<file path="src/rtl/assert_macros.svh">
// Assertion macros for the RTL files; rbap_ctrl includes them.
`ifndef ASSERT_MACROS_SVH
`define ASSERT_MACROS_SVH

// Check a property on every rising edge of clk, except while in reset.
`define ASSERT_CLK(label, prop, msg) \
  label: assert property (@(posedge clk) disable iff (!rst_n) (prop)) \
    else $error(msg);

// Check a property on every rising edge of clk, including reset.
`define ASSERT_ALWAYS(label, prop, msg) \
  label: assert property (@(posedge clk) (prop)) else $error(msg);

`endif

</file>
<file path="src/rtl/rbap_pkg.sv">
package rbap_pkg;

  localparam int MAX_DISKS = 8;
  localparam int DISK_W    = $clog2(MAX_DISKS);
  localparam int PAIRS     = MAX_DISKS / 2;
  localparam int PAIR_W    = $clog2(PAIRS);
  localparam int BLK_W     = 32;
  localparam int ND_W      = 4;
  localparam int CAP_W     = BLK_W + ND_W;
  localparam int STEP_W    = $clog2(MAX_DISKS + 2);
  localparam int DCNT_W    = $clog2(BLK_W + 1);

  typedef enum logic [2:0] {
    ACT_READ      = 3'd0,
    ACT_READ_XOR  = 3'd1,
    ACT_WRITE     = 3'd2,
    ACT_ACC_XOR   = 3'd3,
    ACT_WRITE_ACC = 3'd4,
    ACT_NONE      = 3'd5
  } act_t;

  typedef enum logic [1:0] {
    ST_OK       = 2'd0,
    ST_NO_DISK  = 2'd1,
    ST_RANGE    = 2'd2
  } status_t;

  localparam logic [1:0] OP_READ   = 2'd0;
  localparam logic [1:0] OP_WRITE  = 2'd1;
  localparam logic [1:0] OP_HEALTH = 2'd2;

  localparam logic [2:0] LVL_R0  = 3'd0;
  localparam logic [2:0] LVL_R1  = 3'd1;
  localparam logic [2:0] LVL_R01 = 3'd2;
  localparam logic [2:0] LVL_R4  = 3'd3;
  localparam logic [2:0] LVL_R5  = 3'd4;

  localparam logic [1:0] CFG_RAID_LEVEL = 2'd0;
  localparam logic [1:0] CFG_DISKS      = 2'd1;
  localparam logic [1:0] CFG_BPD        = 2'd2;

  localparam logic [1:0] HEALTH_OK    = 2'd0;
  localparam logic [1:0] HEALTH_UNREC = 2'd2;
  localparam logic [1:0] HEALTH_BAD3  = 2'd3;

  localparam logic [BLK_W-1:0] BPD_RESET = BLK_W'(65536);
  localparam logic [ND_W-1:0]  ND_RESET  = ND_W'(8);

  typedef enum logic [2:0] {
    M_ONE     = 3'd0,
    M_MW2     = 3'd1,
    M_RMW     = 3'd2,
    M_SCAN_RD = 3'd3,
    M_SCAN_WR = 3'd4
  } mode_t;

  typedef struct packed {
    logic capture;
    logic calc_cap;
    logic check;
    logic div1_start;
    logic div2_start;
    logic plan;
    logic step;
  } dp_cmd_t;

  typedef struct packed {
    logic go_div;
    logic is_r5;
    logic div_done;
    logic emit_valid;
    logic emit_last;
  } dp_sts_t;

endpackage

</file>
<file path="src/rtl/rbap_chan_if.sv">
interface rbap_in_if;
  logic        valid;
  logic        ready;
  logic [1:0]  opcode;
  logic [31:0] logical_block;
  logic [2:0]  target_member;
  logic [1:0]  new_health;

  modport source(output valid, opcode, logical_block, target_member, new_health,
                 input ready);
  modport sink(input valid, opcode, logical_block, target_member, new_health,
               output ready);
endinterface

interface rbap_out_if;
  logic        valid;
  logic        ready;
  logic [2:0]  member_disk;
  logic [31:0] member_block;
  logic [2:0]  action;
  logic [1:0]  status;
  logic        last;

  modport source(output valid, member_disk, member_block, action, status, last,
                 input ready);
  modport sink(input valid, member_disk, member_block, action, status, last,
               output ready);
endinterface

</file>
<file path="src/rtl/rbap_div.sv">
module rbap_div (
  input  logic                     clk,
  input  logic                     rst_n,
  input  logic                     start,
  input  logic [rbap_pkg::BLK_W-1:0] dividend,
  input  logic [rbap_pkg::BLK_W-1:0] divisor,
  output logic [rbap_pkg::BLK_W-1:0] quo,
  output logic [rbap_pkg::BLK_W-1:0] rem,
  output logic                     done
);

  localparam int W = rbap_pkg::BLK_W;

  logic [W-1:0]                  q_r, q_nxt, d_r, d_nxt, r_r, r_nxt;
  logic [rbap_pkg::DCNT_W-1:0]   cnt_r, cnt_nxt;
  logic                          busy_r, busy_nxt, done_r, done_nxt;
  logic [W:0]                    sh;
  logic [W+1:0]                  diff;

  always_comb begin
    sh       = {r_r, q_r[W-1]};
    diff     = {1'b0, sh} - {2'b00, d_r};
    q_nxt    = q_r;
    r_nxt    = r_r;
    d_nxt    = d_r;
    cnt_nxt  = cnt_r;
    busy_nxt = busy_r;
    done_nxt = 1'b0;
    if (start) begin
      q_nxt    = dividend;
      r_nxt    = '0;
      d_nxt    = divisor;
      cnt_nxt  = rbap_pkg::DCNT_W'(W);
      busy_nxt = 1'b1;
    end else if (busy_r) begin
      // restoring step: one quotient bit a cycle
      if (!diff[W+1]) begin
        r_nxt = diff[W-1:0];
        q_nxt = {q_r[W-2:0], 1'b1};
      end else begin
        r_nxt = sh[W-1:0];
        q_nxt = {q_r[W-2:0], 1'b0};
      end
      cnt_nxt = cnt_r - 1'b1;
      if (cnt_r == rbap_pkg::DCNT_W'(1)) begin
        busy_nxt = 1'b0;
        done_nxt = 1'b1;
      end
    end
  end

  always_ff @(posedge clk) begin
    q_r <= q_nxt;
    r_r <= r_nxt;
    d_r <= d_nxt;
    if (!rst_n) begin
      cnt_r  <= '0;
      busy_r <= 1'b0;
      done_r <= 1'b0;
    end else begin
      cnt_r  <= cnt_nxt;
      busy_r <= busy_nxt;
      done_r <= done_nxt;
    end
  end

  assign quo  = q_r;
  assign rem  = r_r;
  assign done = done_r;

endmodule

</file>
<file path="src/rtl/rbap_dp.sv">
module rbap_dp (
  input  logic                  clk,
  input  logic                  rst_n,
  input  logic                  cfg_we,
  input  logic [1:0]            cfg_idx,
  input  logic [31:0]           cfg_data,
  input  logic [1:0]            opcode,
  input  logic [31:0]           logical_block,
  input  logic [2:0]            target_member,
  input  logic [1:0]            new_health,
  input  rbap_pkg::dp_cmd_t     cmd,
  output rbap_pkg::dp_sts_t     sts,
  output logic [2:0]            member_disk,
  output logic [31:0]           member_block,
  output logic [2:0]            action,
  output logic [1:0]            status,
  output logic                  last
);

  localparam int DW = rbap_pkg::DISK_W;
  localparam int BW = rbap_pkg::BLK_W;
  localparam int NW = rbap_pkg::ND_W;
  localparam int SW = rbap_pkg::STEP_W;

  // configuration
  logic [2:0]    lvl_r;
  logic [NW-1:0] ndi_r;
  logic [BW-1:0] bpd_r;

  // request
  logic [1:0]    op_r;
  logic [BW-1:0] lb_r;
  logic [DW-1:0] tm_r;
  logic [1:0]    nh_r;

  logic [rbap_pkg::CAP_W-1:0] cap_r;
  logic [1:0] health_r [rbap_pkg::MAX_DISKS];
  logic [rbap_pkg::PAIRS-1:0] turn1_r, turn01_r;
  logic [rbap_pkg::MAX_DISKS-1:0] h_ok;

  logic [NW-1:0] nd, half;
  logic [BW-1:0] per;

  // divider
  logic          div_start, div_done, phase2_r;
  logic [BW-1:0] div_a, div_b, div_q, div_r;
  logic [BW-1:0] q1_r, r1_r;

  // plan registers
  rbap_pkg::mode_t mode_r, p_mode;
  logic [DW-1:0] pl_disk_r, pl_disk2_r, p_disk, p_disk2;
  logic [BW-1:0] pl_blk_r, p_blk;
  rbap_pkg::act_t    pl_act_r, p_act;
  rbap_pkg::status_t pl_st_r, p_st;
  logic [NW-1:0] lasti_r, p_lasti;
  logic          first_r;
  logic [SW-1:0] step_r;

  // output register
  logic [DW-1:0] om_disk_r;
  logic [BW-1:0] om_blk_r;
  rbap_pkg::act_t    om_act_r;
  rbap_pkg::status_t om_st_r;
  logic          om_last_r;

  // emit
  logic          e_valid, e_last;
  logic [DW-1:0] e_disk;
  rbap_pkg::act_t e_act;
  logic          load;

  // check
  logic          go_div;
  rbap_pkg::status_t c_st;

  // plan helpers
  logic [BW-1:0] blk_sel, blk1, pair;
  logic [DW-1:0] d0, d1, tgt0, tgtp, par, tgt;
  logic          tb, ok0, ok1, oth_ok, turn_we, turn_val;
  logic [NW-1:0] nd_m1;

  always_comb begin
    nd = ndi_r;
    if (ndi_r == '0) nd = NW'(1);
    if (ndi_r > NW'(rbap_pkg::MAX_DISKS)) nd = NW'(rbap_pkg::MAX_DISKS);
    per   = (bpd_r >= BW'(2)) ? bpd_r - 1'b1 : '0;
    half  = nd >> 1;
    nd_m1 = nd - 1'b1;
    for (int i = 0; i < rbap_pkg::MAX_DISKS; i++) h_ok[i] = (health_r[i] == rbap_pkg::HEALTH_OK);
  end

  // configuration writes
  always_ff @(posedge clk) begin
    if (!rst_n) begin
      lvl_r <= rbap_pkg::LVL_R0;
      ndi_r <= rbap_pkg::ND_RESET;
      bpd_r <= rbap_pkg::BPD_RESET;
    end else if (cfg_we) begin
      case (cfg_idx)
        rbap_pkg::CFG_RAID_LEVEL: lvl_r <= cfg_data[2:0];
        rbap_pkg::CFG_DISKS:      ndi_r <= cfg_data[NW-1:0];
        rbap_pkg::CFG_BPD:        bpd_r <= cfg_data[BW-1:0];
        default: ;
      endcase
    end
  end

  always_ff @(posedge clk) begin
    if (cmd.capture) begin
      op_r <= opcode;
      lb_r <= logical_block;
      tm_r <= target_member;
      nh_r <= new_health;
    end
    if (cmd.calc_cap) begin
      case (lvl_r)
        rbap_pkg::LVL_R0: cap_r <= rbap_pkg::CAP_W'(nd) * rbap_pkg::CAP_W'(per);
        rbap_pkg::LVL_R1, rbap_pkg::LVL_R01:
          cap_r <= rbap_pkg::CAP_W'(half) * rbap_pkg::CAP_W'(per);
        rbap_pkg::LVL_R4, rbap_pkg::LVL_R5:
          cap_r <= (nd >= NW'(2)) ? rbap_pkg::CAP_W'(nd_m1) * rbap_pkg::CAP_W'(per) : '0;
        default: cap_r <= '0;
      endcase
    end
  end

  // check stage: single-result answers, else the go-ahead to divide
  always_comb begin
    go_div = 1'b0;
    c_st   = rbap_pkg::ST_OK;
    if (op_r == rbap_pkg::OP_HEALTH) begin
      c_st = ({1'b0, tm_r} < nd) ? rbap_pkg::ST_OK : rbap_pkg::ST_RANGE;
    end else if (op_r == rbap_pkg::OP_READ || op_r == rbap_pkg::OP_WRITE) begin
      if (lvl_r > rbap_pkg::LVL_R5) c_st = rbap_pkg::ST_NO_DISK;
      else if ({{rbap_pkg::ND_W{1'b0}}, lb_r} >= cap_r) c_st = rbap_pkg::ST_RANGE;
      else go_div = 1'b1;
    end
  end

  // divider operands
  always_comb begin
    div_start = cmd.div1_start | cmd.div2_start;
    if (cmd.div2_start) begin
      div_a = div_q;
      div_b = BW'(nd);
    end else begin
      div_a = lb_r;
      case (lvl_r)
        rbap_pkg::LVL_R0:  div_b = BW'(nd);
        rbap_pkg::LVL_R1:  div_b = per;
        rbap_pkg::LVL_R01: div_b = BW'(half);
        default:           div_b = BW'(nd_m1);
      endcase
    end
  end

  rbap_div u_div (
    .clk(clk), .rst_n(rst_n), .start(div_start), .dividend(div_a), .divisor(div_b),
    .quo(div_q), .rem(div_r), .done(div_done)
  );

  always_ff @(posedge clk) begin
    if (!rst_n) phase2_r <= 1'b0;
    else if (cmd.div1_start) phase2_r <= 1'b0;
    else if (cmd.div2_start) phase2_r <= 1'b1;
    if (div_done && !phase2_r) begin
      q1_r <= div_q;
      r1_r <= div_r;
    end
  end

  // plan stage
  always_comb begin
    blk_sel = (lvl_r == rbap_pkg::LVL_R1) ? r1_r : q1_r;
    blk1    = blk_sel + 1'b1;
    pair    = (lvl_r == rbap_pkg::LVL_R1) ? q1_r : r1_r;
    d0      = pair[DW-1:0];
    d1      = pair[DW-1:0] + half[DW-1:0];
    tb      = (lvl_r == rbap_pkg::LVL_R1) ? turn1_r[pair[rbap_pkg::PAIR_W-1:0]]
                                          : turn01_r[pair[rbap_pkg::PAIR_W-1:0]];
    ok0     = h_ok[d0];
    ok1     = h_ok[d1];
    tgt0    = r1_r[DW-1:0];
    tgtp    = r1_r[DW-1:0];
    if (lvl_r == rbap_pkg::LVL_R5) par = DW'(nd_m1 - div_r[NW-1:0]);
    else                           par = nd_m1[DW-1:0];
    tgt = tgtp;
    if (lvl_r == rbap_pkg::LVL_R5 && par <= tgtp) tgt = tgtp + 1'b1;
    oth_ok = 1'b1;
    for (int i = 0; i < rbap_pkg::MAX_DISKS; i++)
      if (NW'(i) < nd && DW'(i) != tgt && !h_ok[i]) oth_ok = 1'b0;
    p_lasti = ({1'b0, tgt} == nd_m1) ? nd - NW'(2) : nd_m1;

    p_mode   = rbap_pkg::M_ONE;
    p_disk   = '0;
    p_disk2  = '0;
    p_blk    = blk1;
    p_act    = rbap_pkg::ACT_NONE;
    p_st     = rbap_pkg::ST_OK;
    turn_we  = 1'b0;
    turn_val = 1'b0;
    case (lvl_r)
      rbap_pkg::LVL_R0: begin
        if (h_ok[tgt0]) begin
          p_disk = tgt0;
          p_act  = (op_r == rbap_pkg::OP_WRITE) ? rbap_pkg::ACT_WRITE : rbap_pkg::ACT_READ;
        end else begin
          p_st = rbap_pkg::ST_NO_DISK;
        end
      end
      rbap_pkg::LVL_R1, rbap_pkg::LVL_R01: begin
        if (pair >= BW'(rbap_pkg::PAIRS)) begin
          p_st = rbap_pkg::ST_RANGE;
        end else if (op_r == rbap_pkg::OP_WRITE) begin
          if (ok0 && ok1) begin
            p_mode  = rbap_pkg::M_MW2;
            p_disk  = d0;
            p_disk2 = d1;
          end else if (ok0 || ok1) begin
            p_disk = ok0 ? d0 : d1;
            p_act  = rbap_pkg::ACT_WRITE;
          end else begin
            p_st = rbap_pkg::ST_NO_DISK;
          end
        end else begin
          if (ok0 || ok1) begin
            p_disk   = (ok0 && ok1) ? (tb ? d0 : d1) : (ok0 ? d0 : d1);
            p_act    = rbap_pkg::ACT_READ;
            turn_we  = 1'b1;
            turn_val = (p_disk != d0);
          end else begin
            p_st = rbap_pkg::ST_NO_DISK;
          end
        end
      end
      default: begin
        p_disk  = tgt;
        p_disk2 = par;
        if (op_r == rbap_pkg::OP_WRITE) begin
          if (h_ok[tgt]) begin
            if (h_ok[par]) p_mode = rbap_pkg::M_RMW;
            else p_act = rbap_pkg::ACT_WRITE;
          end else if (oth_ok) begin
            p_mode = rbap_pkg::M_SCAN_WR;
          end else begin
            p_st = rbap_pkg::ST_NO_DISK;
          end
        end else begin
          if (h_ok[tgt]) p_act = rbap_pkg::ACT_READ;
          else if (oth_ok) p_mode = rbap_pkg::M_SCAN_RD;
          else p_st = rbap_pkg::ST_NO_DISK;
        end
      end
    endcase
    // error answers carry disk 0 and block 0
    if (p_st != rbap_pkg::ST_OK) begin
      p_disk = '0;
      p_blk  = '0;
    end
  end

  // state: health and mirror turns
  always_ff @(posedge clk) begin
    if (!rst_n) begin
      for (int i = 0; i < rbap_pkg::MAX_DISKS; i++) health_r[i] <= rbap_pkg::HEALTH_OK;
      turn1_r  <= '0;
      turn01_r <= '0;
    end else begin
      if (cmd.check && op_r == rbap_pkg::OP_HEALTH && {1'b0, tm_r} < nd)
        health_r[tm_r] <= (nh_r == rbap_pkg::HEALTH_BAD3) ? rbap_pkg::HEALTH_UNREC : nh_r;
      if (cmd.plan && turn_we) begin
        if (lvl_r == rbap_pkg::LVL_R1) turn1_r[pair[rbap_pkg::PAIR_W-1:0]] <= turn_val;
        else                           turn01_r[pair[rbap_pkg::PAIR_W-1:0]] <= turn_val;
      end
    end
  end

  always_ff @(posedge clk) begin
    if (!rst_n) begin
      mode_r <= rbap_pkg::M_ONE;
      step_r <= '0;
    end else if (cmd.check) begin
      mode_r <= rbap_pkg::M_ONE;
      step_r <= '0;
    end else if (cmd.plan) begin
      mode_r <= p_mode;
      step_r <= '0;
    end else if (cmd.step) begin
      step_r <= step_r + 1'b1;
    end
    if (cmd.check) begin
      pl_disk_r <= '0;
      pl_blk_r  <= '0;
      pl_act_r  <= rbap_pkg::ACT_NONE;
      pl_st_r   <= c_st;
    end else if (cmd.plan) begin
      pl_disk_r  <= p_disk;
      pl_disk2_r <= p_disk2;
      pl_blk_r   <= p_blk;
      pl_act_r   <= p_act;
      pl_st_r    <= p_st;
      lasti_r    <= p_lasti;
      first_r    <= 1'b1;
    end else if (load) begin
      first_r <= 1'b0;
    end
  end

  // command sequencer
  always_comb begin
    e_valid = 1'b0;
    e_last  = 1'b0;
    e_disk  = pl_disk_r;
    e_act   = pl_act_r;
    case (mode_r)
      rbap_pkg::M_ONE: begin
        e_valid = (step_r == '0);
        e_last  = 1'b1;
      end
      rbap_pkg::M_MW2: begin
        e_valid = (step_r < SW'(2));
        e_last  = (step_r == SW'(1));
        e_disk  = (step_r == '0) ? pl_disk_r : pl_disk2_r;
        e_act   = rbap_pkg::ACT_WRITE;
      end
      rbap_pkg::M_RMW: begin
        e_valid = (step_r < SW'(4));
        e_last  = (step_r == SW'(3));
        case (step_r)
          SW'(0):  begin e_disk = pl_disk_r;  e_act = rbap_pkg::ACT_ACC_XOR;   end
          SW'(1):  begin e_disk = pl_disk2_r; e_act = rbap_pkg::ACT_ACC_XOR;   end
          SW'(2):  begin e_disk = pl_disk2_r; e_act = rbap_pkg::ACT_WRITE_ACC; end
          default: begin e_disk = pl_disk_r;  e_act = rbap_pkg::ACT_WRITE;     end
        endcase
      end
      rbap_pkg::M_SCAN_RD: begin
        e_valid = (SW'(nd) > step_r) && (step_r != SW'(pl_disk_r));
        e_last  = (SW'(lasti_r) == step_r);
        e_disk  = step_r[DW-1:0];
        e_act   = first_r ? rbap_pkg::ACT_READ : rbap_pkg::ACT_READ_XOR;
      end
      rbap_pkg::M_SCAN_WR: begin
        if (SW'(nd) == step_r) begin
          e_valid = 1'b1;
          e_last  = 1'b1;
          e_disk  = pl_disk2_r;
          e_act   = rbap_pkg::ACT_WRITE_ACC;
        end else begin
          e_valid = (SW'(nd) > step_r) && (step_r != SW'(pl_disk_r))
                    && (step_r != SW'(pl_disk2_r));
          e_disk  = step_r[DW-1:0];
          e_act   = rbap_pkg::ACT_ACC_XOR;
        end
      end
      default: ;
    endcase
    load = cmd.step && e_valid;
  end

  always_ff @(posedge clk) begin
    if (load) begin
      om_disk_r <= e_disk;
      om_blk_r  <= pl_blk_r;
      om_act_r  <= e_act;
      om_st_r   <= pl_st_r;
      om_last_r <= e_last;
    end
  end

  assign sts.go_div     = go_div;
  assign sts.is_r5      = (lvl_r == rbap_pkg::LVL_R5);
  assign sts.div_done   = div_done;
  assign sts.emit_valid = e_valid;
  assign sts.emit_last  = e_last;

  assign member_disk  = om_disk_r;
  assign member_block = om_blk_r;
  assign action       = om_act_r;
  assign status       = om_st_r;
  assign last         = om_last_r;

endmodule

</file>
<file path="src/rtl/rbap_ctrl.sv">
`include "assert_macros.svh"

module rbap_ctrl (
  input  logic              clk,
  input  logic              rst_n,
  input  logic              in_valid,
  output logic              in_ready,
  output logic              out_valid,
  input  logic              out_ready,
  output rbap_pkg::dp_cmd_t cmd,
  input  rbap_pkg::dp_sts_t sts
);

  typedef enum logic [6:0] {
    S_IDLE  = 7'b0000001,
    S_CAP   = 7'b0000010,
    S_CHECK = 7'b0000100,
    S_DIV1  = 7'b0001000,
    S_DIV2  = 7'b0010000,
    S_PLAN  = 7'b0100000,
    S_EMIT  = 7'b1000000
  } state_t;

  state_t state_r, state_nxt;
  logic   out_valid_r, out_valid_nxt, slot_free;

  always_comb begin
    cmd       = '0;
    state_nxt = state_r;
    slot_free = !out_valid_r || out_ready;
    case (state_r)
      S_IDLE: begin
        if (in_valid) begin
          cmd.capture = 1'b1;
          state_nxt   = S_CAP;
        end
      end
      S_CAP: begin
        cmd.calc_cap = 1'b1;
        state_nxt    = S_CHECK;
      end
      S_CHECK: begin
        cmd.check = 1'b1;
        if (sts.go_div) begin
          cmd.div1_start = 1'b1;
          state_nxt      = S_DIV1;
        end else begin
          state_nxt = S_EMIT;
        end
      end
      S_DIV1: begin
        if (sts.div_done) begin
          if (sts.is_r5) begin
            cmd.div2_start = 1'b1;
            state_nxt      = S_DIV2;
          end else begin
            state_nxt = S_PLAN;
          end
        end
      end
      S_DIV2: begin
        if (sts.div_done) state_nxt = S_PLAN;
      end
      S_PLAN: begin
        cmd.plan  = 1'b1;
        state_nxt = S_EMIT;
      end
      S_EMIT: begin
        // advance one command whenever the output slot can take a beat
        if (slot_free) begin
          cmd.step = 1'b1;
          if (sts.emit_valid && sts.emit_last) state_nxt = S_IDLE;
        end
      end
      default: state_nxt = S_IDLE;
    endcase
    out_valid_nxt = out_valid_r;
    if (cmd.step && sts.emit_valid) out_valid_nxt = 1'b1;
    else if (out_ready)             out_valid_nxt = 1'b0;
  end

  always_ff @(posedge clk) begin
    if (!rst_n) begin
      state_r     <= S_IDLE;
      out_valid_r <= 1'b0;
    end else begin
      state_r     <= state_nxt;
      out_valid_r <= out_valid_nxt;
    end
  end

  assign in_ready  = (state_r == S_IDLE);
  assign out_valid = out_valid_r;

  `ASSERT_CLK(a_no_overwrite, (cmd.step && sts.emit_valid) |-> (!out_valid_r || out_ready), "result beat overwritten")
  `ASSERT_CLK(a_last_to_idle, (cmd.step && sts.emit_valid && sts.emit_last) |=> (state_r == S_IDLE), "request not closed after last beat")
  `ASSERT_CLK(a_div_done_ctx, sts.div_done |-> (state_r == S_DIV1 || state_r == S_DIV2), "divider finished outside a divide state")

endmodule

</file>
<file path="src/rtl/raid_block_access_planner.sv">
// An answer that needs no mapping (health update, error found at the check) passes
// capture, check and emit; a mapped request adds a divide (two for RAID5) and a plan step.
// Throughput: one request at a time, set by the bit-serial divider, the sequencer
// steps (up to 9 steps) and output stalls.
// Reset (rst_n, synchronous): registers to RAID0, 8 disks, 65536 blocks,
// every disk healthy and all mirror turn bits cleared.
module raid_block_access_planner (
  input  logic        clk,
  input  logic        rst_n,
  input  logic        cfg_we,
  input  logic [1:0]  cfg_idx,
  input  logic [31:0] cfg_data,
  rbap_in_if.sink     in_if,
  rbap_out_if.source  out_if
);

  rbap_pkg::dp_cmd_t cmd;
  rbap_pkg::dp_sts_t sts;

  rbap_ctrl u_ctrl (
    .clk(clk), .rst_n(rst_n),
    .in_valid(in_if.valid), .in_ready(in_if.ready),
    .out_valid(out_if.valid), .out_ready(out_if.ready),
    .cmd(cmd), .sts(sts)
  );

  rbap_dp u_dp (
    .clk(clk), .rst_n(rst_n),
    .cfg_we(cfg_we), .cfg_idx(cfg_idx), .cfg_data(cfg_data),
    .opcode(in_if.opcode), .logical_block(in_if.logical_block),
    .target_member(in_if.target_member), .new_health(in_if.new_health),
    .cmd(cmd), .sts(sts),
    .member_disk(out_if.member_disk), .member_block(out_if.member_block),
    .action(out_if.action), .status(out_if.status), .last(out_if.last)
  );

endmodule

</file>
<file path="src/flat_wrapper.sv">
// flat-port wrapper written by rule: the top's interface ports become plain ports
module raid_block_access_planner_flat 
  (clk, rst_n, cfg_we, cfg_idx, cfg_data, in_if_valid, in_if_opcode, in_if_logical_block, in_if_target_member, in_if_new_health, in_if_ready, out_if_valid, out_if_member_disk, out_if_member_block, out_if_action, out_if_status, out_if_last, out_if_ready);
  rbap_in_if in_if_i ();
  rbap_out_if out_if_i ();
  input  logic clk;
  input  logic rst_n;
  input  logic cfg_we;
  input  logic [1:0] cfg_idx;
  input  logic [31:0] cfg_data;
  input wire logic [$bits(in_if_i.valid)-1:0] in_if_valid;
  input wire logic [$bits(in_if_i.opcode)-1:0] in_if_opcode;
  input wire logic [$bits(in_if_i.logical_block)-1:0] in_if_logical_block;
  input wire logic [$bits(in_if_i.target_member)-1:0] in_if_target_member;
  input wire logic [$bits(in_if_i.new_health)-1:0] in_if_new_health;
  output wire logic [$bits(in_if_i.ready)-1:0] in_if_ready;
  output wire logic [$bits(out_if_i.valid)-1:0] out_if_valid;
  output wire logic [$bits(out_if_i.member_disk)-1:0] out_if_member_disk;
  output wire logic [$bits(out_if_i.member_block)-1:0] out_if_member_block;
  output wire logic [$bits(out_if_i.action)-1:0] out_if_action;
  output wire logic [$bits(out_if_i.status)-1:0] out_if_status;
  output wire logic [$bits(out_if_i.last)-1:0] out_if_last;
  input wire logic [$bits(out_if_i.ready)-1:0] out_if_ready;
  assign in_if_i.valid = in_if_valid;
  assign in_if_i.opcode = in_if_opcode;
  assign in_if_i.logical_block = in_if_logical_block;
  assign in_if_i.target_member = in_if_target_member;
  assign in_if_i.new_health = in_if_new_health;
  assign in_if_ready = in_if_i.ready;
  assign out_if_valid = out_if_i.valid;
  assign out_if_member_disk = out_if_i.member_disk;
  assign out_if_member_block = out_if_i.member_block;
  assign out_if_action = out_if_i.action;
  assign out_if_status = out_if_i.status;
  assign out_if_last = out_if_i.last;
  assign out_if_i.ready = out_if_ready;
  raid_block_access_planner u_core (.clk(clk), .rst_n(rst_n), .cfg_we(cfg_we), .cfg_idx(cfg_idx), .cfg_data(cfg_data), .in_if(in_if_i), .out_if(out_if_i));
endmodule
</file>
<file path="config.mk">
export PLATFORM = sky130hd
export DESIGN_NAME = raid_block_access_planner_flat
export DESIGN_NICKNAME = d
export VERILOG_FILES = /design/src/rtl/rbap_pkg.sv /design/src/rtl/rbap_chan_if.sv /design/src/rtl/rbap_div.sv /design/src/rtl/rbap_dp.sv /design/src/rtl/rbap_ctrl.sv /design/src/rtl/raid_block_access_planner.sv /design/src/flat_wrapper.sv
export VERILOG_INCLUDE_DIRS = /design/src /design/src/rtl
export SDC_FILE = /design/constraint.sdc
export NUM_CORES = 1
export LEC_CHECK = 0
export BUFFER_PORTS_ARGS = -buffer_cell sky130_fd_sc_hd__buf_2
export CAP_MARGIN = 20
export CELL_PAD_IN_SITES_DETAIL_PLACEMENT = 0
export CELL_PAD_IN_SITES_GLOBAL_PLACEMENT = 1
export CORE_ASPECT_RATIO = 1.2
export CORE_MARGIN = 1
export CORE_UTILIZATION = 53
export CTS_CLUSTER_SIZE = 12
export DETAILED_ROUTE_END_ITERATION = 10
export MAX_ROUTING_LAYER = met4
export PLACE_DENSITY_LB_ADDON = 0.1
export SKIP_LAST_GASP = 1
export SYNTH_ARGS = -nofsm -noshare
export SYNTH_HDL_FRONTEND = slang
export SYNTH_SLANG_ARGS = --single-unit
</file>
<file path="constraint.sdc">
create_clock -name clk -period 15.8 [get_ports clk]
set_input_delay 2.37 -clock clk [delete_from_list [all_inputs] [get_ports clk]]
set_output_delay 2.37 -clock clk [all_outputs]
set_load 0.03 [all_outputs]
</file>
Word level (Yosys, flattened, before mapping)
Memories as Yosys holds them, arrays and structs flattened.
Index checks and enable logic that the tools add are counted.
- $add $sub $neg: 10
- $mul: 3
- magnitude comparators: 26
- equality and inequality tests: 43
- multiplexer cells: 157
- bitwise logic cells: 5
- reductions and logical operators: 79
- operators by type and width (cell ; number):
    32-bit 2-to-1 mux ; 8
    36-bit case mux with 3 select lines ; 1
    3-bit 2-to-1 mux ; 33
    32-bit case mux with 3 select lines ; 1
    4-bit by 32-bit multiplier with 36-bit output ; 2
    1-bit 2-to-1 mux ; 62
    7-bit case mux with 7 select lines ; 1
    7-bit 2-to-1 mux ; 6
    32-bit by 36-bit >= comparator with 1-bit output ; 1
    36-bit 2-to-1 mux ; 1
    3-bit by 32-bit multiplier with 35-bit output ; 1
    2-bit 2-to-1 mux ; 17
    33-bit by 32-bit subtractor with 34-bit output ; 1
    32-bit by 1-bit adder with 32-bit output (second input constant) ; 1
    32-bit by 2-bit >= comparator with 1-bit output (second input constant) ; 1
    32-bit by 3-bit >= comparator with 1-bit output (second input constant) ; 1
    32-bit by 1-bit subtractor with 32-bit output (second input constant) ; 1
    3-bit case mux with 2 select lines ; 5
    1-bit logical AND ; 27
    3-bit case mux with 4 select lines ; 2
    2-bit logical NOT ; 10
    3-bit by 4-bit less-than comparator with 1-bit output (second input constant) ; 5
    6-bit 2-to-1 mux ; 3
    3-bit by 4-bit less-than comparator with 1-bit output (first input constant) ; 4
    61 further kinds ; 128
- flip-flop bits (word level): 395
- RAM bits: 16
- bits of input ports: 78
- output and inout bits: 43
- logic and storage cells: 361
- memories kept: 1
- memories (name ; depth ; width ; read ports ; clocked after memory_dff ; write ports ; line ; source):
    u_core.u_dp.health_r ; 8 ; 2 ; 8 ; 0 ; 8 ; rbap_dp.sv:37 ; logic [1:0] health_r [rbap_pkg::MAX_DISKS];

Depth between registers and ports, before layout
Gate-level depths: netlist of the first run.
- word-level depth: 25
- depth in mapped cells: 26
- mapped depth without buffers: 24

Hierarchy
Synthesis of the first run repeated with hierarchy kept, for this count alone.
- cell total of the unflattened synthesis: 3346
- area total of the unflattened synthesis: 31189.9 µm²
- modules (own cells, without submodules) (module ; times used ; cells an instance ; area each (µm²) ; seq. area each (µm²)):
    rbap_dp ; 1 ; 2709 ; 24846.3 ; 8027.7
    rbap_div ; 1 ; 562 ; 5754.3 ; 2722.6
    rbap_ctrl ; 1 ; 75 ; 589.3 ; 160.2

Worst setup path before layout of the first run
No wires, ideal clock.
- path kind: register to register
- start point: register u_core.u_dp.ndi_r[3]
- end point: register u_core.u_dp.cap_r[35] (netlist bit), data pin
- data arrival time: 5.834 ns
- data required time: 15.532 ns
- path slack: 9.697 ns
- cell stages (with the launch flop): 24
- buffers on the path: 4
- cell sequence: dfxtp_1 -> clkinv_1 -> nand2_1 -> clkbuf_1 -> ha_1 -> clkbuf_1 -> clkbuf_1 -> clkbuf_1 -> nor2_1 -> fa_1 -> inv_1 -> fa_1 -> inv_1 -> ha_1 -> a21oi_1 -> nor4b_1 -> nor3b_1 -> o21ai_0 -> a41oi_1 -> o211ai_1 -> a31o_2 -> a21oi_1 -> xor2_1 -> o22ai_1
- cells in the longest elaborated chain, start to end: 7
- RTL lines (what ; line ; source):
    start: declaration ; rbap_dp.sv:27 ; logic [NW-1:0] ndi_r;
    start signal: assignment ; rbap_dp.sv:96 ; ndi_r <= rbap_pkg::ND_RESET;
    start signal: assignment ; rbap_dp.sv:101 ; rbap_pkg::CFG_DISKS: ndi_r <= cfg_data[NW-1:0];
    branches (longest 2 deep; another with 4-bit greater-than comparator) ; -- ;
    4-bit 2-to-1 mux (*) ; rbap_dp.sv:85 ; if (ndi_r > NW'(rbap_pkg::MAX_DISKS)) nd = NW'(rbap_pkg::MAX_DISKS);
    4-bit by 1-bit subtractor with 4-bit output ; rbap_dp.sv:88 ; nd_m1 = nd - 1'b1;
    4-bit by 32-bit multiplier with 36-bit output ; rbap_dp.sv:121 ; cap_r <= (nd >= NW'(2)) ? rbap_pkg::CAP_W'(nd_m1) * rbap_pkg::CAP_W'(per) : '0;
    36-bit 2-to-1 mux ; rbap_dp.sv:121 ;
    36-bit case mux with 3 select lines (*) ; rbap_dp.sv:116 ; case (lvl_r)
    end signal: assignment ; rbap_dp.sv:117 ; rbap_pkg::LVL_R0: cap_r <= rbap_pkg::CAP_W'(nd) * rbap_pkg::CAP_W'(per);
    end signal: assignment ; rbap_dp.sv:119 ; cap_r <= rbap_pkg::CAP_W'(half) * rbap_pkg::CAP_W'(per);
    end signal: assignment ; rbap_dp.sv:121 ;
    end: declaration ; rbap_dp.sv:36 ; logic [rbap_pkg::CAP_W-1:0] cap_r;
Mark *: on every way between the ends.
A chain may end at the register's enable or synchronous reset.

Worst setup path in the final report of the first run
Same ends and word-level chain as after synthesis.

==> impl_metrics.csv, run 1 <==
group,metric,value,unit
global_routing,grt_use_total,0.338,
sta,setup_viol,0,
sta,rsz0062_at_grt,"no",
clock_tree,cts-resized-gates,0,
clock_tree,cts_tree,"done",
critical_path,timing.rr.start,"u_core.u_dp.ndi_r[3]",
yosys,ys_seq_elements,410,
global_routing,globalRoute.totalOverflow,0,
power,p_leak,0.0146,µW
sta,min_period,9.42,ns
layout,drive_above_1_share,0.0871,
floorplan,core_area,0.0572,mm²
layout,finalInstanceArea,0.0333,mm²
hold_path,holdPathStages,0,
power,power.density,111,mW/mm²
yosys,netlist_instances,3426,
sta,hold_ws,0.424,ns
clock_tree,root_buffer,"clkbuf_16",
layout,regArea,0.0109,mm²
clock_tree,postCtsHoldBufs,0,
floorplan,die_h,265,µm
detailed_routing,vias,25900,
yosys,seq_area_frac_synth,0.356,
sta,finalHoldViolations,0,
critical_path,critPathCaptureType,"flop",
detailed_routing,drc,0,
sta,finalSetupTns,0,ns
power,power.share.clock,0.274,
power,seq_power_share,0.336,
job,drv_cap,0,
hold_path,hold_end,"u_core.u_dp.member_block[15]",
hold_path,min-delay-start,"u_core.u_dp.pl_blk_r[15]",
floorplan,rows,96,
critical_path,critPathMaxFanout,34,
layout,fillers,5193,
critical_path,r2r_end,"u_core.u_dp.cap_r[35]",
sta,skew,0.0368,ns
critical_path,critical_path_class,"reg -> reg",
global_routing,grt_pass1_wl,147000,µm
sta,period_share,0.596,
global_routing,grt_max_degree,105,
placed_design,dp_hpwl,75500,µm
yosys,ys_types,93,
critical_path,cp-start-kind,"flop",
power,switching_share,0.380,
detailed_routing,post_drt_wl_per_cell,22.8,µm
layout,fin_nets,3890,
status,status,"complete, no violations",
layout,areaGrowthSynthToFinish,8.72,%
critical_path,rrSetupSlack,6.38,ns
placed_design,port_buffers,120,
yosys,yosys_warnings,0,
yosys,synthArstFlopShare,0,
detailed_routing,drtIter0Drc,1952,
power,combPwrFrac,0.390,
yosys,synth.net_count,3835,
layout,multiInputGateArea,0.0182,mm²
placed_design,gp_congestion,0.988,
hold_path,worstHoldPathType,"reg -> reg",
placed_design,dpl_cell_area,0.0319,mm²
clock_tree,numCtsBuffers,45,
power,p_int,2290,µW
clock_tree,cts.sinks,410,
power,power,3690,µW
clock_tree,clk_latency,0.61,ns
floorplan,die_w,222,µm
global_routing,antenna_found_initial,2,
sta,worstMarginPinSlew,1.32,ns
yosys,syn_avg_cell_area,8.95,µm²
yosys,synth-edff-count,270,
yosys,ys.flop_type,"edfxtp_1",
critical_path,required,16.08,ns
sta,max_slew_margin,0.123,
global_routing,grt_pass1_vias,25500,
sta,max_freq,106,MHz
power,peakVddDrop,0.0973,mV
detailed_routing,firstDrtPassIters,6,
detailed_routing,routed_wl,96800,µm
critical_path,reg2regPathDepth,22,
sta,slew_viol_final,0,
floorplan,io_pins,121,
critical_path,critical_path_arrival,9.70,ns
clock_tree,clockBufferDepth,3,
floorplan,dieArea,0.0588,mm²
clock_tree,cts.clk_slew.worst_paths,0.06,ns
clock_tree,cts_setup_buffers,0,
clock_tree,htree_levels,2,
detailed_routing,via_per_inst,6.10,
floorplan,start_util,0.536,
layout,layoutNonFillerInstCount,4249,
yosys,syn-cell-area,0.0307,mm²
power,p_switching,1400,µW
detailed_routing,drtAntennaViolNets,0,
placed_design,place_inst,4167,
worst max-delay path: stages (launching register included):
cell	delay, ns
dfxtp_1	0.30
buf_4	0.39
clkinv_1	0.74
nand2_1	0.98
inv_1	0.71
ha_1	1.15
inv_1	0.53
nor2_1	0.28
fa_1	0.45
inv_1	0.10
fa_1	0.39
inv_1	0.07
ha_1	0.28
a21o_1	0.22
nor4b_1	0.40
nor3b_1	0.32
o21ai_0	0.25
a41oi_1	0.64
o211ai_1	0.19
a31o_2	0.27
a21oi_1	0.17
xor2_1	0.17
o22ai_1	0.11
registers in the layout, summed over array words and instances, names as in the netlist, 16 cells and up:
signal and cells:
u_core.u_dp.q1_r 32, u_core.u_dp.u_div.rem 32, u_core.u_dp.health_r 16, u_core.u_dp.bpd_r 32, u_core.u_dp.r1_r 32, u_core.u_dp.lb_r 32
u_core.u_dp.cap_r 36, u_core.u_dp.member_block 32, u_core.u_dp.u_div.d_r 32, u_core.u_dp.pl_blk_r 32, u_core.u_dp.u_div.quo 32
logic make-up after synthesis:
logic type               count (synthesis)  share of synthesized area
AND/OR/NAND/NOR                       1227                      0.183
adder cells (fa/ha/maj)                331                      0.166
flip-flops                             410                      0.356
buffers and inverters                  416                     0.0530
AO/OA/AOI/OAI                          772                      0.158
multiplexers                            84                     0.0298
XOR/XNOR                               186                     0.0534
stage by stage:
step | util | setup slack [ns]
global route | 0.583 | 5.89
global placement | 0.558 | 6.82
finish | 0.583 | 6.38
detailed placement | 0.558 | 6.57
CTS | 0.582 | 6.56
floorplan | - | 9.70
per-layer routing:
metal	routed length (µm)	global-route usage
met4	6690	0.209
met3	4680	0.0327
met1	37800	0.385
met2	47700	0.577
met5	0	-
placed cells by master (no fill, tap or decap), types with 45 or more instances in the layout:
master / count
a21o_1: 75
a21oi_1: 214
buf_2: 120
clkbuf_16: 45
dfxtp_1: 139
edfxtp_1: 270
fa_1: 126
ha_1: 205
inv_1: 263
mux2i_1: 72
nand2_1: 462
nand3_1: 71
nor2_1: 313
nor3_1: 103
o21ai_0: 185
or3_1: 47
xnor2_1: 105
xor2_1: 80
synthesized netlist by cell type (14+ instances only):
library cell	number	area share
fa_1	126	0.082
nor2b_1	21	0.0043
a21oi_1	214	0.035
or3_1	47	0.0096
buf_2	15	0.0024
xnor2_1	105	0.030
mux2i_1	72	0.024
a21o_1	75	0.018
a31oi_1	31	0.0063
nand4_1	20	0.0041
o21ai_1	37	0.0060
nor3_1	105	0.017
nor2_1	317	0.039
o22ai_1	14	0.0029
nor4_1	32	0.0065
inv_1	263	0.032
a221oi_1	14	0.0040
or2_2	34	0.0069
a211oi_1	20	0.0049
nand3_1	71	0.012
o211ai_1	15	0.0037
a22oi_1	25	0.0061
clkbuf_1	125	0.015
and3_1	21	0.0043
nand2b_1	37	0.0076
ha_1	205	0.084
o31ai_1	16	0.0039
o21ai_0	185	0.030
edfxtp_1	270	0.26
nand2_1	462	0.057
dfxtp_1	140	0.091
xor2_1	80	0.023
o21a_1	24	0.0059
worst max path at each step:
| stage | from | endpoint |
|---|---|---|
| floorplan | u_core.u_dp.ndi_r[3] | u_core.u_dp.cap_r[35] |
| global placement | u_core.u_dp.ndi_r[3] | u_core.u_dp.cap_r[35] |
| detailed placement | u_core.u_dp.ndi_r[3] | u_core.u_dp.cap_r[35] |
| CTS | u_core.u_dp.ndi_r[3] | u_core.u_dp.cap_r[35] |
| global route | u_core.u_dp.ndi_r[3] | u_core.u_dp.cap_r[35] |
| finish | u_core.u_dp.ndi_r[3] | u_core.u_dp.cap_r[35] |
final cells by class:
cell class                      instances  area share
Tap cell                              735      0.0276
Timing Repair Buffer                  158      0.0272
Antenna cell                            1   0.0000751
Clock inverter                         15     0.00529
Clock buffer                           64      0.0368
Multi-Input combinational cell       2600       0.546
Inverter                              266      0.0300
Sequential cell                       410       0.327
power by group through the flow:
stage	Clock, µW	Sequential (µW)	Combinational (µW)
CTS	1030	1240	1420
global placement	0	1260	1390
finish	1010	1240	1440
global route	1070	1250	1580
floorplan	0	1240	1010
detailed placement	0	1260	1410
Note: power is estimated with default switching activity, not from simulation.
==> run 2: changes to the inputs <==
--- a/config.mk
+++ b/config.mk
@@ -12,7 +12,7 @@
 export CELL_PAD_IN_SITES_GLOBAL_PLACEMENT = 1
 export CORE_ASPECT_RATIO = 1.2
 export CORE_MARGIN = 1
-export CORE_UTILIZATION = 53
+export CORE_UTILIZATION = 49
 export CTS_CLUSTER_SIZE = 12
 export DETAILED_ROUTE_END_ITERATION = 10
 export MAX_ROUTING_LAYER = met4
==> constraint.sdc (replaced) <==
create_clock -name clk -period 8.8 [get_ports clk]
set_input_delay 1.32 -clock clk [delete_from_list [all_inputs] [get_ports clk]]
set_output_delay 1.32 -clock clk [all_outputs]
set_load 0.03 [all_outputs]
==> run 2 against run 1 <==
Compared with the run above: utilization fell by 4.0 points; non-clock buffer count increased by 5; count of clock-buffer cells in the layout is 4 higher; critical path depth down 1; critical path type unchanged; critical endpoint is now u_core.u_dp.cap_r[33]; largest power group unchanged.
==> impl_metrics.csv, run 2 (synthesized netlist as in run 1, its figures left out) <==
group,metric,value,unit
power,peakVddDrop,0.172,mV
floorplan,dieArea,0.0636,mm²
clock_tree,cts-resized-gates,0,
clock_tree,cts_setup_buffers,0,
floorplan,die_w,230,µm
sta,max_freq,136,MHz
floorplan,rows,100,
critical_path,path_buf_inv,3,
status,status,"complete, no violations",
critical_path,worst_path_most_repeated_cell,"o21ai_0",
critical_path,critical_path.max_stage_delay,0.73,ns
sta,finalSetupTns,0,ns
layout,fillers,5762,
sta,rsz0062_at_grt,"no",
clock_tree,cts.sinks,410,
power,power.density,202,mW/mm²
clock_tree,postCtsHoldBufs,0,
critical_path,critical_path_class,"reg -> reg",
layout,antenna_cells,0,
sta,min_period,7.33,ns
sta,worstMarginPinSlew,1.49,ns
global_routing,grt_pass1_vias,25400,
detailed_routing,vias,25700,
sta,skew,0.0245,ns
global_routing,antenna_found_initial,0,
sta,finalHoldViolations,0,
clock_tree,root_buffer,"clkbuf_16",
power,p_leak,0.0147,µW
detailed_routing,post_drt_wl_per_cell,22.9,µm
detailed_routing,via_per_inst,5.93,
clock_tree,numCtsBuffers,46,
clock_tree,htree_levels,2,
layout,areaGrowthSynthToFinish,9.59,%
critical_path,crit_family,"simple AND/OR/NAND/NOR gates",
detailed_routing,routed_wl,99300,µm
clock_tree,clockBufferDepth,3,
power,power,6800,µW
critical_path,cp-start-kind,"flop",
detailed_routing,firstDrtPassIters,8,
critical_path,critPathCaptureType,"flop",
layout,fin_nets,3896,
clock_tree,cts.clk_slew.worst_paths,0.06,ns
floorplan,core_area,0.0619,mm²
global_routing,grt_pass1_wl,151000,µm
global_routing,grt_use_total,0.322,
sta,period_share,0.833,
hold_path,worstHoldPathType,"reg -> reg",
sta,setup_viol,0,
job,drv_cap,0,
placed_design,dp_hpwl,78000,µm
critical_path,critical_path_arrival,7.66,ns
clock_tree,clk_latency,0.62,ns
critical_path,required,9.13,ns
clock_tree,cts_tree,"done",
floorplan,die_h,276,µm
floorplan,io_pins,121,
layout,largest_register_ffs,36,
detailed_routing,drc,0,
critical_path,critPathMaxFanout,73,
global_routing,globalRoute.totalOverflow,0,
global_routing,grt_max_degree,74,
detailed_routing,drtIter0Drc,1900,
sta,max_slew_margin,0.00961,
layout,layout_common_cells,"462 x nand2_1, 313 x nor2_1, 270 x edfxtp_1",
detailed_routing,drtAntennaViolNets,0,
placed_design,gp_congestion,0.980,
sta,slew_viol_final,0,
layout,final_common_cell,"nand2_1",
layout,regMostFlops,"u_core.u_dp.cap_r",
placed_design,port_buffers,120,
critical_path,cpMaxStageDelayCell,"and4_2",
floorplan,start_util,0.495,
critical_path,crit_chain,"or4_1 -> nor4_1 -> and4_2 -> buf_12 -> or2_2 -> nor2_1 -> fa_1 -> inv_1 -> fa_1 -> inv_1 -> ha_1 -> a21oi_1 -> nor4b_1 -> nor3b_1 -> o21ai_0 -> a41oi_1 -> o21ai_0 -> nand3b_1 -> o31ai_1 -> o21ai_0 -> o221ai_1",
layout,drive_above_1_share,0.0905,
[run 2: cell types whose count changed in the layout (fill, tap and decap cells not counted), moves of 2 or more]
cell       before  now
inv_6           0    2
clkbuf_8        3    5
buf_4          36   40
inv_4           3    0
clkinv_4        2    0
clkbuf_16      45   47
clkinv_2        3    6
clkinv_1        3    5
[run 2: power by group]
| part | switching (µW) | total [µW] | leakage (µW) | internal (µW) |
|---|---|---|---|---|
| clock | 835 | 1940 | 0.000734 | 1100 |
| combinational | 1670 | 2630 | 0.0102 | 959 |
| sequential | 88.4 | 2230 | 0.00376 | 2140 |
[run 2: layout make-up]
| class | instances | area [µm²] | area share |
|---|---|---|---|
| Clock buffer | 68 | 1310 | 0.0388 |
| Clock inverter | 18 | 210 | 0.00626 |
| Inverter | 266 | 998 | 0.0297 |
| Multi-Input combinational cell | 2600 | 18200 | 0.542 |
| Sequential cell | 410 | 10900 | 0.325 |
| Tap cell | 816 | 1020 | 0.0304 |
| Timing Repair Buffer | 163 | 956 | 0.0285 |
[run 2: path summary, 6_finish.rpt]
kind                          start                    end  slack [ns]  cells after the start
max           u_core.u_dp.bpd_r[20]  u_core.u_dp.cap_r[33]        1.47                     21
min          u_core.u_dp.pl_st_r[0]  u_core.u_dp.status[0]        0.43                      0
max reg2reg   u_core.u_dp.bpd_r[20]  u_core.u_dp.cap_r[33]        1.47                     21
min reg2reg  u_core.u_dp.pl_st_r[0]  u_core.u_dp.status[0]        0.43                      0
[run 2: layer usage]
layer  vias up  track usage  wire [µm]
met5         -            -          0
met4         0        0.185       6350
met3       249       0.0308       4800
met2       849        0.553      49000
met1     12400        0.369      39200
li1      12200            -          -
[run 2: stage by stage]
step                      setup WS (ns)  cell area (µm²)   util  hold WS [ns]  std cells
after floorplan                    2.70            30700      -         0.400       3426
after CTS                          1.52            33600  0.542         0.430       4340
after global placement             1.70            32000  0.517         0.413       4253
after global routing              0.989            33600  0.542         0.441       4341
final                              1.47            33600  0.542         0.433       4341
after detailed placement           1.54            32100  0.518         0.413       4254
==> run 3: changes to the inputs <==
==> constraint.sdc (replaced) <==
create_clock -name clk -period 7.6 [get_ports clk]
set_input_delay 1.14 -clock clk [delete_from_list [all_inputs] [get_ports clk]]
set_output_delay 1.14 -clock clk [all_outputs]
set_load 0.03 [all_outputs]
==> run 3 against run 2 <==
Compared with the run above: design area down 0.10%; utilization down 0.055 points; wire length down 0.87%; final cell count up 0.12%; critical path depth down 1; die area unchanged; critical endpoint is now u_core.u_dp.cap_r[35]; largest power group unchanged.
==> impl_metrics.csv, run 3 (synthesized netlist as in run 1, its figures left out) <==
group,metric,value,unit
status,status,"complete, no violations",
sta,setup_viol,0,
sta,finalHoldViolations,0,
layout,regArea,0.0109,mm²
floorplan,core_area,0.0619,mm²
placed_design,gp_congestion,0.981,
hold_path,holdPathStages,0,
placed_design,dpl_cell_area,0.0321,mm²
critical_path,critical_path_class,"reg -> reg",
global_routing,grt_max_degree,74,
layout,largest_register_ffs,36,
detailed_routing,routed_wl,98400,µm
placed_design,port_buffers,120,
layout,regMostFlops,"u_core.u_dp.cap_r",
global_routing,grt_pass1_vias,25800,
critical_path,critical_path.max_stage_delay,0.59,ns
detailed_routing,drc,0,
layout,fillers,5806,
critical_path,critPathMaxFanout,29,
global_routing,antenna_found_initial,0,
critical_path,cp-start-kind,"flop",
clock_tree,clockBufferDepth,3,
clock_tree,htree_levels,2,
detailed_routing,via_per_inst,5.93,
sta,period_share,0.921,
floorplan,start_util,0.495,
clock_tree,root_buffer,"clkbuf_16",
critical_path,critPathCaptureType,"flop",
global_routing,grt_use_total,0.319,
floorplan,rows,100,
sta,skew,0.0190,ns
job,drv_cap,0,
sta,max_freq,143,MHz
critical_path,crit_chain,"or4_1 -> nor4_1 -> and4_2 -> buf_4 -> a21oi_1 -> nand2_1 -> fa_1 -> fa_1 -> inv_1 -> ha_1 -> a211oi_1 -> o211ai_1 -> nor3b_1 -> o21ai_0 -> a41oi_1 -> o211ai_1 -> a31o_2 -> a21oi_1 -> xor2_1 -> o22ai_1",
hold_path,hold_end,"u_core.u_dp.status[1]",
floorplan,die_h,276,µm
sta,max_slew_margin,0.316,
critical_path,r2r_end,"u_core.u_dp.cap_r[35]",
power,power.density,230,mW/mm²
critical_path,worstSetupStartpoint,"u_core.u_dp.bpd_r[20]",
sta,min_period,7.00,ns
floorplan,die_w,230,µm
layout,fin_nets,3903,
clock_tree,clk_latency,0.60,ns
critical_path,critical_path_arrival,7.31,ns
clock_tree,cts_setup_buffers,0,
clock_tree,cts.clk_slew.worst_paths,0.06,ns
floorplan,io_pins,121,
placed_design,dp_hpwl,77600,µm
clock_tree,cts-resized-gates,0,
critical_path,reg2regPathDepth,20,
global_routing,globalRoute.totalOverflow,0,
detailed_routing,post_drt_wl_per_cell,22.6,µm
critical_path,cpMaxStageDelayCell,"or4_1",
critical_path,required,7.91,ns
detailed_routing,firstDrtPassIters,6,
layout,layout_common_cells,"462 x nand2_1, 313 x nor2_1, 270 x edfxtp_1",
clock_tree,cts_tree,"done",
detailed_routing,vias,25800,
layout,final_common_cell,"nand2_1",
layout,finalInstanceArea,0.0336,mm²
clock_tree,numCtsBuffers,44,
floorplan,dieArea,0.0636,mm²
power,peakVddDrop,0.171,mV
critical_path,rrSetupSlack,0.60,ns
sta,rsz0062_at_grt,"no",
sta,worstMarginPinSlew,1.02,ns
detailed_routing,drtIter0Drc,1647,
critical_path,timing.rr.start,"u_core.u_dp.bpd_r[20]",
clock_tree,postCtsHoldBufs,0,
global_routing,grt_pass1_wl,150000,µm
layout,areaGrowthSynthToFinish,9.48,%
layout,drive_above_1_share,0.0912,
detailed_routing,drtAntennaViolNets,0,
sta,finalSetupTns,0,ns
power,p_leak,0.0147,µW
sta,slew_viol_final,0,
layout,multiInputGateArea,0.0182,mm²
hold_path,min-delay-start,"u_core.u_dp.pl_st_r[1]",
hold_path,worstHoldPathType,"reg -> reg",
clock_tree,cts.sinks,410,
[run 3: changes by cell type in the layout (fill, tap and decap cells not counted), moves of 2 or more]
cell,before,now
clkinv_1,5,1
clkinv_2,6,4
bufinv_16,2,0
clkbuf_1,16,19
buf_4,40,50
[run 3: critical path: cells and delay by family, from the launching register on]
family / cells / cell delay (ns)
AO/OA/AOI/OAI: 9 / 2.25
adder cells (fa/ha/maj): 3 / 1.36
XOR/XNOR: 1 / 0.16
flip-flops: 1 / 0.35
AND/OR/NAND/NOR: 5 / 2.16
buffers and inverters: 2 / 0.41
[run 3: worst max path at each step]
| stage | end | slack [ns] |
|---|---|---|
| after floorplan | u_core.u_dp.cap_r[35] | 1.50 |
| after global placement | u_core.u_dp.cap_r[35] | 0.91 |
| after detailed placement | u_core.u_dp.cap_r[35] | 0.69 |
| after CTS | u_core.u_dp.cap_r[35] | 0.68 |
| after global routing | u_core.u_dp.cap_r[35] | 0.18 |
| final | u_core.u_dp.cap_r[35] | 0.60 |
[run 3: cell type report]
cell class | count | area share
diodes | 1 | 0.0000746
clock buffers | 71 | 0.0390
clock inverters | 10 | 0.00332
inverters | 266 | 0.0298
multi-input cells | 2600 | 0.542
flip-flops and latches | 410 | 0.325
well taps | 816 | 0.0304
repair buffers | 172 | 0.0305
[run 3: layer usage]
layer	share of wire	GRT usage	routed length, µm	vias up
met5	0	-	0	-
li1	-	-	-	12200
met2	0.50	0.560	49400	711
met4	0.069	0.192	6810	0
met3	0.044	0.0353	4290	247
met1	0.39	0.349	37900	12600
[run 3: metrics by stage]
stage / cells / worst slack (ns) / hold slack, ns / util / power [µW]
2_1_floorplan: 3426 / 1.50 / 0.400 / - / 4670
3_3_place_gp: 4262 / 0.910 / 0.407 / 0.518 / 5610
3_5_place_dp: 4262 / 0.687 / 0.407 / 0.518 / 5630
4_1_cts: 4343 / 0.678 / 0.425 / 0.541 / 7750
5_1_grt: 4345 / 0.175 / 0.437 / 0.542 / 8150
6_report: 4346 / 0.604 / 0.425 / 0.542 / 7730
[run 3: power breakdown]
| group | switching, µW | internal [µW] | total, µW |
|---|---|---|---|
| Clock | 914 | 1190 | 2110 |
| Combinational | 1930 | 1110 | 3040 |
| Sequential | 99.3 | 2480 | 2580 |
